### config.mk
export PLATFORM = sky130hd
export DESIGN_NAME = ppsd_ctrl
export DESIGN_NICKNAME = d
export VERILOG_FILES = /design/src/design/ppsd_pkg.sv /design/src/design/ppsd_ctrl.sv
export SDC_FILE = /design/constraint.sdc
export NUM_CORES = 1
export LEC_CHECK = 0
export BUFFER_PORTS_ARGS = -buffer_cell sky130_fd_sc_hd__clkbuf_2
export CAP_MARGIN = 20
export CORE_MARGIN = 2
export CORE_UTILIZATION = 33
export DETAILED_ROUTE_END_ITERATION = 12
export GPL_ROUTABILITY_DRIVEN = 0
export HOLD_SLACK_MARGIN = 0.08
export SLEW_MARGIN = 20
export SYNTH_ARGS = -nofsm -noshare
export SYNTH_HDL_FRONTEND = slang
export SYNTH_SLANG_ARGS = --single-unit
export TNS_END_PERCENT = 30
### constraint.sdc
create_clock -name aclk -period 3.4 [get_ports aclk]
set_input_delay 0.51 -clock aclk [delete_from_list [all_inputs] [get_ports aclk]]
set_output_delay 0.51 -clock aclk [all_outputs]
set_load 0.005 [all_outputs]
### src/design/ppsd_pkg.sv
// shared types, codes and default-action table for the per-process signal dispatch block
package ppsd_pkg;

    localparam int MAX_PROCS_DEF = 128;
    localparam int NUM_SIGNALS   = 32;
    localparam int SIG_SLOTS     = NUM_SIGNALS + 1;
    localparam int SIGNO_KILL    = 9;
    localparam int SIGNO_STOP    = 19;

    // command kinds
    localparam logic [1:0] KIND_INSTALL = 2'd0;
    localparam logic [1:0] KIND_MASK    = 2'd1;
    localparam logic [1:0] KIND_SEND    = 2'd2;
    localparam logic [1:0] KIND_DELIVER = 2'd3;

    // mask change modes
    localparam logic [1:0] HOW_BLOCK   = 2'd0;
    localparam logic [1:0] HOW_UNBLOCK = 2'd1;
    localparam logic [1:0] HOW_SET     = 2'd2;
    localparam logic [1:0] HOW_BAD     = 2'd3;

    // result status codes
    localparam logic [2:0] STS_OK      = 3'd0;
    localparam logic [2:0] STS_INVALID = 3'd1;
    localparam logic [2:0] STS_NOPERM  = 3'd2;
    localparam logic [2:0] STS_FULL    = 3'd3;
    localparam logic [2:0] STS_NOPROC  = 3'd4;

    // result actions
    localparam logic [2:0] ACT_NONE    = 3'd0;
    localparam logic [2:0] ACT_PENDED  = 3'd1;
    localparam logic [2:0] ACT_CALL    = 3'd2;
    localparam logic [2:0] ACT_IGNORED = 3'd3;
    localparam logic [2:0] ACT_TERM    = 3'd4;
    localparam logic [2:0] ACT_CORE    = 3'd5;
    localparam logic [2:0] ACT_STOP    = 3'd6;
    localparam logic [2:0] ACT_CONT    = 3'd7;

    typedef struct packed {
        logic [1:0]  kind;
        logic [31:0] pid;
        logic [5:0]  signal_number;
        logic [31:0] handler_value;
        logic [1:0]  mask_how;
        logic [32:0] signal_set;
    } in_t;

    typedef struct packed {
        logic [2:0]  status;
        logic [2:0]  action;
        logic [5:0]  delivered_signal;
        logic [31:0] handler_out;
        logic        last;
    } out_t;

    // per-process context word: handler-written bits, pending and blocked masks
    typedef struct packed {
        logic [32:0] hvalid;
        logic [32:0] pending;
        logic [32:0] blocked;
    } ctx_t;

    typedef enum logic [2:0] {
        EM_PRE,
        EM_NOTFOUND,
        EM_INVALID,
        EM_OK,
        EM_PENDED,
        EM_HANDLER
    } emit_sel_t;

    typedef struct packed {
        logic      load;
        logic      idx_clr;
        logic      idx_inc;
        logic      pid_rd;
        logic      create;
        logic      ctx_rd;
        logic      ctx_cap;
        logic      exec;
        logic      hw_rd;
        logic      scan_clr;
        logic      scan_inc;
        logic      emit;
        emit_sel_t emit_sel;
    } dp_cmd_t;

    typedef struct packed {
        logic [1:0] kind;
        logic       pre_fail;
        logic       idx_at_count;
        logic       pid_match;
        logic       table_full;
        logic       how_bad;
        logic       blocked_hit;
        logic       deliv_zero;
        logic       scan_hit;
        logic       res_last;
        logic       out_free;
    } dp_stat_t;

    // default action of each signal
    function automatic logic [2:0] dflt_action(input logic [5:0] sig);
        logic [2:0] a;
        a = ACT_TERM;
        unique case (sig)
            6'd0, 6'd17, 6'd28:                          a = ACT_IGNORED;
            6'd3, 6'd4, 6'd5, 6'd6, 6'd7, 6'd8, 6'd11:   a = ACT_CORE;
            6'd18:                                       a = ACT_CONT;
            6'd19, 6'd20:                                a = ACT_STOP;
            default:                                     a = ACT_TERM;
        endcase
        return a;
    endfunction

endpackage

### src/design/ppsd_ctrl.sv
// controller: sequences lookup, creation, execution and delivery scan
module ppsd_ctrl (
    input  logic               aclk,
    input  logic               aresetn,
    input  logic               s_valid,
    output logic               s_ready,
    input  ppsd_pkg::dp_stat_t stat,
    output ppsd_pkg::dp_cmd_t  cmd
);
    import ppsd_pkg::*;

    typedef enum logic [3:0] {
        ST_IDLE, ST_PRE, ST_LK_RD, ST_LK_CMP, ST_NF,
        ST_CTX_RD, ST_CTX_CAP, ST_EXEC, ST_SCAN, ST_HREAD
    } state_t;

    state_t state_reg, state_next;

    // next state and datapath commands
    always_comb begin
        state_next   = state_reg;
        cmd          = '0;
        cmd.emit_sel = EM_OK;
        s_ready      = (state_reg == ST_IDLE);
        unique case (state_reg)
            ST_IDLE: begin
                if (s_valid) begin
                    cmd.load   = 1'b1;
                    state_next = ST_PRE;
                end
            end
            ST_PRE: begin
                if (stat.pre_fail) begin
                    if (stat.out_free) begin
                        cmd.emit     = 1'b1;
                        cmd.emit_sel = EM_PRE;
                        state_next   = ST_IDLE;
                    end
                end else begin
                    cmd.idx_clr = 1'b1;
                    state_next  = ST_LK_RD;
                end
            end
            ST_LK_RD: begin
                if (stat.idx_at_count) begin
                    state_next = ST_NF;
                end else begin
                    cmd.pid_rd = 1'b1;
                    state_next = ST_LK_CMP;
                end
            end
            ST_LK_CMP: begin
                if (stat.pid_match) begin
                    state_next = ST_CTX_RD;
                end else begin
                    cmd.idx_inc = 1'b1;
                    state_next  = ST_LK_RD;
                end
            end
            ST_NF: begin
                if (stat.table_full) begin
                    if (stat.out_free) begin
                        cmd.emit     = 1'b1;
                        cmd.emit_sel = EM_NOTFOUND;
                        state_next   = ST_IDLE;
                    end
                end else begin
                    cmd.create = 1'b1;
                    state_next = ST_CTX_RD;
                end
            end
            ST_CTX_RD: begin
                cmd.ctx_rd = 1'b1;
                state_next = ST_CTX_CAP;
            end
            ST_CTX_CAP: begin
                cmd.ctx_cap = 1'b1;
                state_next  = ST_EXEC;
            end
            ST_EXEC: begin
                unique case (stat.kind)
                    KIND_INSTALL: begin
                        if (stat.out_free) begin
                            cmd.exec   = 1'b1;
                            cmd.emit   = 1'b1;
                            state_next = ST_IDLE;
                        end
                    end
                    KIND_MASK: begin
                        if (stat.out_free) begin
                            cmd.exec     = !stat.how_bad;
                            cmd.emit     = 1'b1;
                            cmd.emit_sel = stat.how_bad ? EM_INVALID : EM_OK;
                            state_next   = ST_IDLE;
                        end
                    end
                    KIND_SEND: begin
                        if (stat.blocked_hit) begin
                            if (stat.out_free) begin
                                cmd.exec     = 1'b1;
                                cmd.emit     = 1'b1;
                                cmd.emit_sel = EM_PENDED;
                                state_next   = ST_IDLE;
                            end
                        end else begin
                            cmd.hw_rd  = 1'b1;
                            state_next = ST_HREAD;
                        end
                    end
                    default: begin
                        if (stat.deliv_zero) begin
                            if (stat.out_free) begin
                                cmd.emit   = 1'b1;
                                state_next = ST_IDLE;
                            end
                        end else begin
                            cmd.exec     = 1'b1;
                            cmd.scan_clr = 1'b1;
                            state_next   = ST_SCAN;
                        end
                    end
                endcase
            end
            ST_SCAN: begin
                if (stat.scan_hit) begin
                    cmd.hw_rd  = 1'b1;
                    state_next = ST_HREAD;
                end else begin
                    cmd.scan_inc = 1'b1;
                end
            end
            default: begin
                if (stat.out_free) begin
                    cmd.emit     = 1'b1;
                    cmd.emit_sel = EM_HANDLER;
                    if (stat.res_last) begin
                        state_next = ST_IDLE;
                    end else begin
                        cmd.scan_inc = 1'b1;
                        state_next   = ST_SCAN;
                    end
                end
            end
        endcase
    end

    // state register
    always_ff @(posedge aclk) begin
        if (!aresetn) begin
            state_reg <= ST_IDLE;
        end else begin
            state_reg <= state_next;
        end
    end
endmodule

==> impl_metrics.env <==
export IMPL_maxSlewViolCount=0
export IMPL_root_buffer="clkbuf_4"
export IMPL_synth_edf_count=0
export IMPL_finalSetupViolCount=0
export IMPL_r2r_setup_slack_ns=1.51
export IMPL_finalWirelength_mm=2.30
export IMPL_postCtsSetupBuffers=0
export IMPL_fmax_ghz=0.405
export IMPL_post_route_util=0.421
export IMPL_final_layout_size_suffix_gt1_frac=0.285
export IMPL_drt_first_pass_iters=4
export IMPL_critPathKind="register to output pin"
export IMPL_hold_violations=0
export IMPL_p_per_area_nw_per_um2=449
export IMPL_htreeDepth=1
export IMPL_pre_cts_ws_ns=1.11
export IMPL_crit_buf_inv=1
export IMPL_cts_num_sinks=4
export IMPL_rr_startpoint="state_reg[2]$_SDFFE_PN0P_"
export IMPL_drt_iter0_drc=28
export IMPL_cts_tree="yes"
export IMPL_clk_latency_ns=0.23
export IMPL_post_route_period_util=0.726
export IMPL_die_area_um2=2810
export IMPL_die_height_um=53.0
export IMPL_drc=0
export IMPL_overflow=0
export IMPL_synthArstFlopShare=0
export IMPL_maxCapViolCount=0
export IMPL_initial_core_util=0.355
export IMPL_critPathLaunch="state_reg[0]$_SDFFE_PN0P_"
export IMPL_cp_common_cell="a31oi_1"
export IMPL_grt_pass1_vias=842
export IMPL_synthCells=113
export IMPL_synth_distinct_cells=41
export IMPL_clkTransAtPathRegs_ns=0.04
export IMPL_skew_ns=0.00262
export IMPL_synth_seq_cells=4
export IMPL_yosys_warnings=0
export IMPL_largest_reg_flops=4
export IMPL_seqCellArea_um2=80.1
export IMPL_relSlewSlack=0.538
export IMPL_endpoint="cmd[1]"
export IMPL_rsz0062_at_grt="false"
export IMPL_antenna_found_initial=0
export IMPL_worst_slew_pin_slew_ns=0.692
export IMPL_syn2layout_area_growth_pct=18.8
export IMPL_grt_usage=0.175
export IMPL_avgSynthCellArea_um2=7.01
export IMPL_grt_pass1_wl_mm=3.79
export IMPL_path_cells="nand4b_1 -> a31oi_1 -> a211oi_1 -> a31oi_1 -> clkbuf_2"
export IMPL_fp_dieW_um=53.0
export IMPL_num_vias=956
export IMPL_detail_route_wl_per_cell_um=13.9
export IMPL_critPathMaxStageDelay_ns=0.74
export IMPL_critical_path_top_delay_family="flip-flops"
export IMPL_cts_resized=0
export IMPL_path_max_fanout=18
export IMPL_hold_ws_ns=0.564
export IMPL_synthFlopType="dfxtp_1"
export IMPL_yosysSeqAreaShare=0.101
export IMPL_setup_tns_final_ns=0
export IMPL_cts_hold_buf=0
export IMPL_coreArea_um2=2230
export IMPL_numCtsBuffers=3
export IMPL_multi_input_area_um2=627
export IMPL_nFillCells=250
export IMPL_row_count=17
export IMPL_critical_path_endpoint_type="output pin"
export IMPL_final_common_cell="clkbuf_2"
export IMPL_critPathArrivalTime_ns=1.96
export IMPL_rr_worst_depth=4
export IMPL_outcome="complete, no violations"
export IMPL_viasPerCell=5.79
export IMPL_antenna_cells=0
export IMPL_r2r_end="state_reg[2]$_SDFFE_PN0P_"
export IMPL_min_period_ns=2.47
export IMPL_postRouteAntennaNets=0
export IMPL_syn_nets=132
export IMPL_fin_ws_ns=0.931
export IMPL_fin_nets=158
export IMPL_hold_class="primary input to register"
export IMPL_most_common_layout_cells="clkbuf_2 (30), nand2_1 (11), nor2_1 (9)"
export IMPL_worstPathRequired_ns=2.89
export IMPL_crit_slowest_cell="dfxtp_1"
export IMPL_syn_cell_area_um2=792
export IMPL_power_leakage_nw=0.403
export IMPL_dpl_hpwl_mm=1.75
export IMPL_io_pins=31
export IMPL_start_kind="register"
export IMPL_grt_max_degree=20
export IMPL_cts_buffer_depth=2
export IMPL_io_buffers=30
export IMPL_cp_depth=5
export IMPL_ir_drop_uv=235
## how the worst min path moves through the flow
| stage | from | to | slack (ns) | depth (start not counted) |
|---|---|---|---|---|
| floorplan | aresetn | state_reg[3]$_SDFFE_PN0P_ | 0.67 | 2 |
| global placement | state_reg[1]$_SDFFE_PN0P_ | state_reg[1]$_SDFFE_PN0P_ | 0.71 | 2 |
| detailed placement | state_reg[1]$_SDFFE_PN0P_ | state_reg[1]$_SDFFE_PN0P_ | 0.73 | 2 |
| CTS | aresetn | state_reg[1]$_SDFFE_PN0P_ | 0.55 | 3 |
| global route | aresetn | state_reg[3]$_SDFFE_PN0P_ | 0.59 | 3 |
| finish | aresetn | state_reg[1]$_SDFFE_PN0P_ | 0.56 | 3 |
## per-stage QoR
step                cells  cell area, um^2  power (mW)
finish                165              941       0.422
global route          165              941       0.466
CTS                   165              941       0.425
detailed placement    162              918       0.364
global placement      162              918       0.358
floorplan             113              792       0.307
## final cells by class
class                           instances  share of cell area
Clock buffer                            3              0.0239
Multi-Input combinational cell         93               0.666
Sequential cell                         4              0.0851
Tap cell                               28              0.0372
Inverter                                7              0.0279
Timing Repair Buffer                   30               0.160
## tightest hold or removal path, cell delays in order
cell and delay [ns]:
clkbuf_2 0.08, inv_1 0.10, a21oi_1 0.05
## per-layer routing
metal	global-route usage	wire length (um)
met2	0.292	1070
met1	0.239	1090
met3	0.0169	118
met4	0.0470	17
met5	0	0
## synth_stat cells, types with 3 or more instances
cell type	instances	share of area
nand4_1	3	0.024
a31oi_1	4	0.032
dfxtp_1	4	0.10
nor3_1	6	0.038
nand2_1	11	0.052
a21oi_1	8	0.051
nor4_1	3	0.024
nand2b_1	7	0.055
ha_1	4	0.063
buf_2	5	0.032
o21ai_0	4	0.025
nor2_1	9	0.043
mux2i_1	3	0.038
inv_1	7	0.033
## power by group
| group | switching [mW] | internal, mW | total (mW) |
|---|---|---|---|
| combinational | 0.123 | 0.130 | 0.253 |
| sequential | 0.0553 | 0.0577 | 0.113 |
| clock | 0.0172 | 0.0393 | 0.0566 |
## cell families (layout without fill, tap and decap cells)
family / Yosys count / count (layout) / share of synthesized area
buf+inv: 16 / 40 / 0.107
compound gates: 32 / 32 / 0.284
simple gates: 53 / 53 / 0.392
fa+ha+maj: 4 / 4 / 0.0632
flops: 4 / 4 / 0.101
mux: 4 / 4 / 0.0521
No activity file was read; power rests on OpenSTA's default activity.
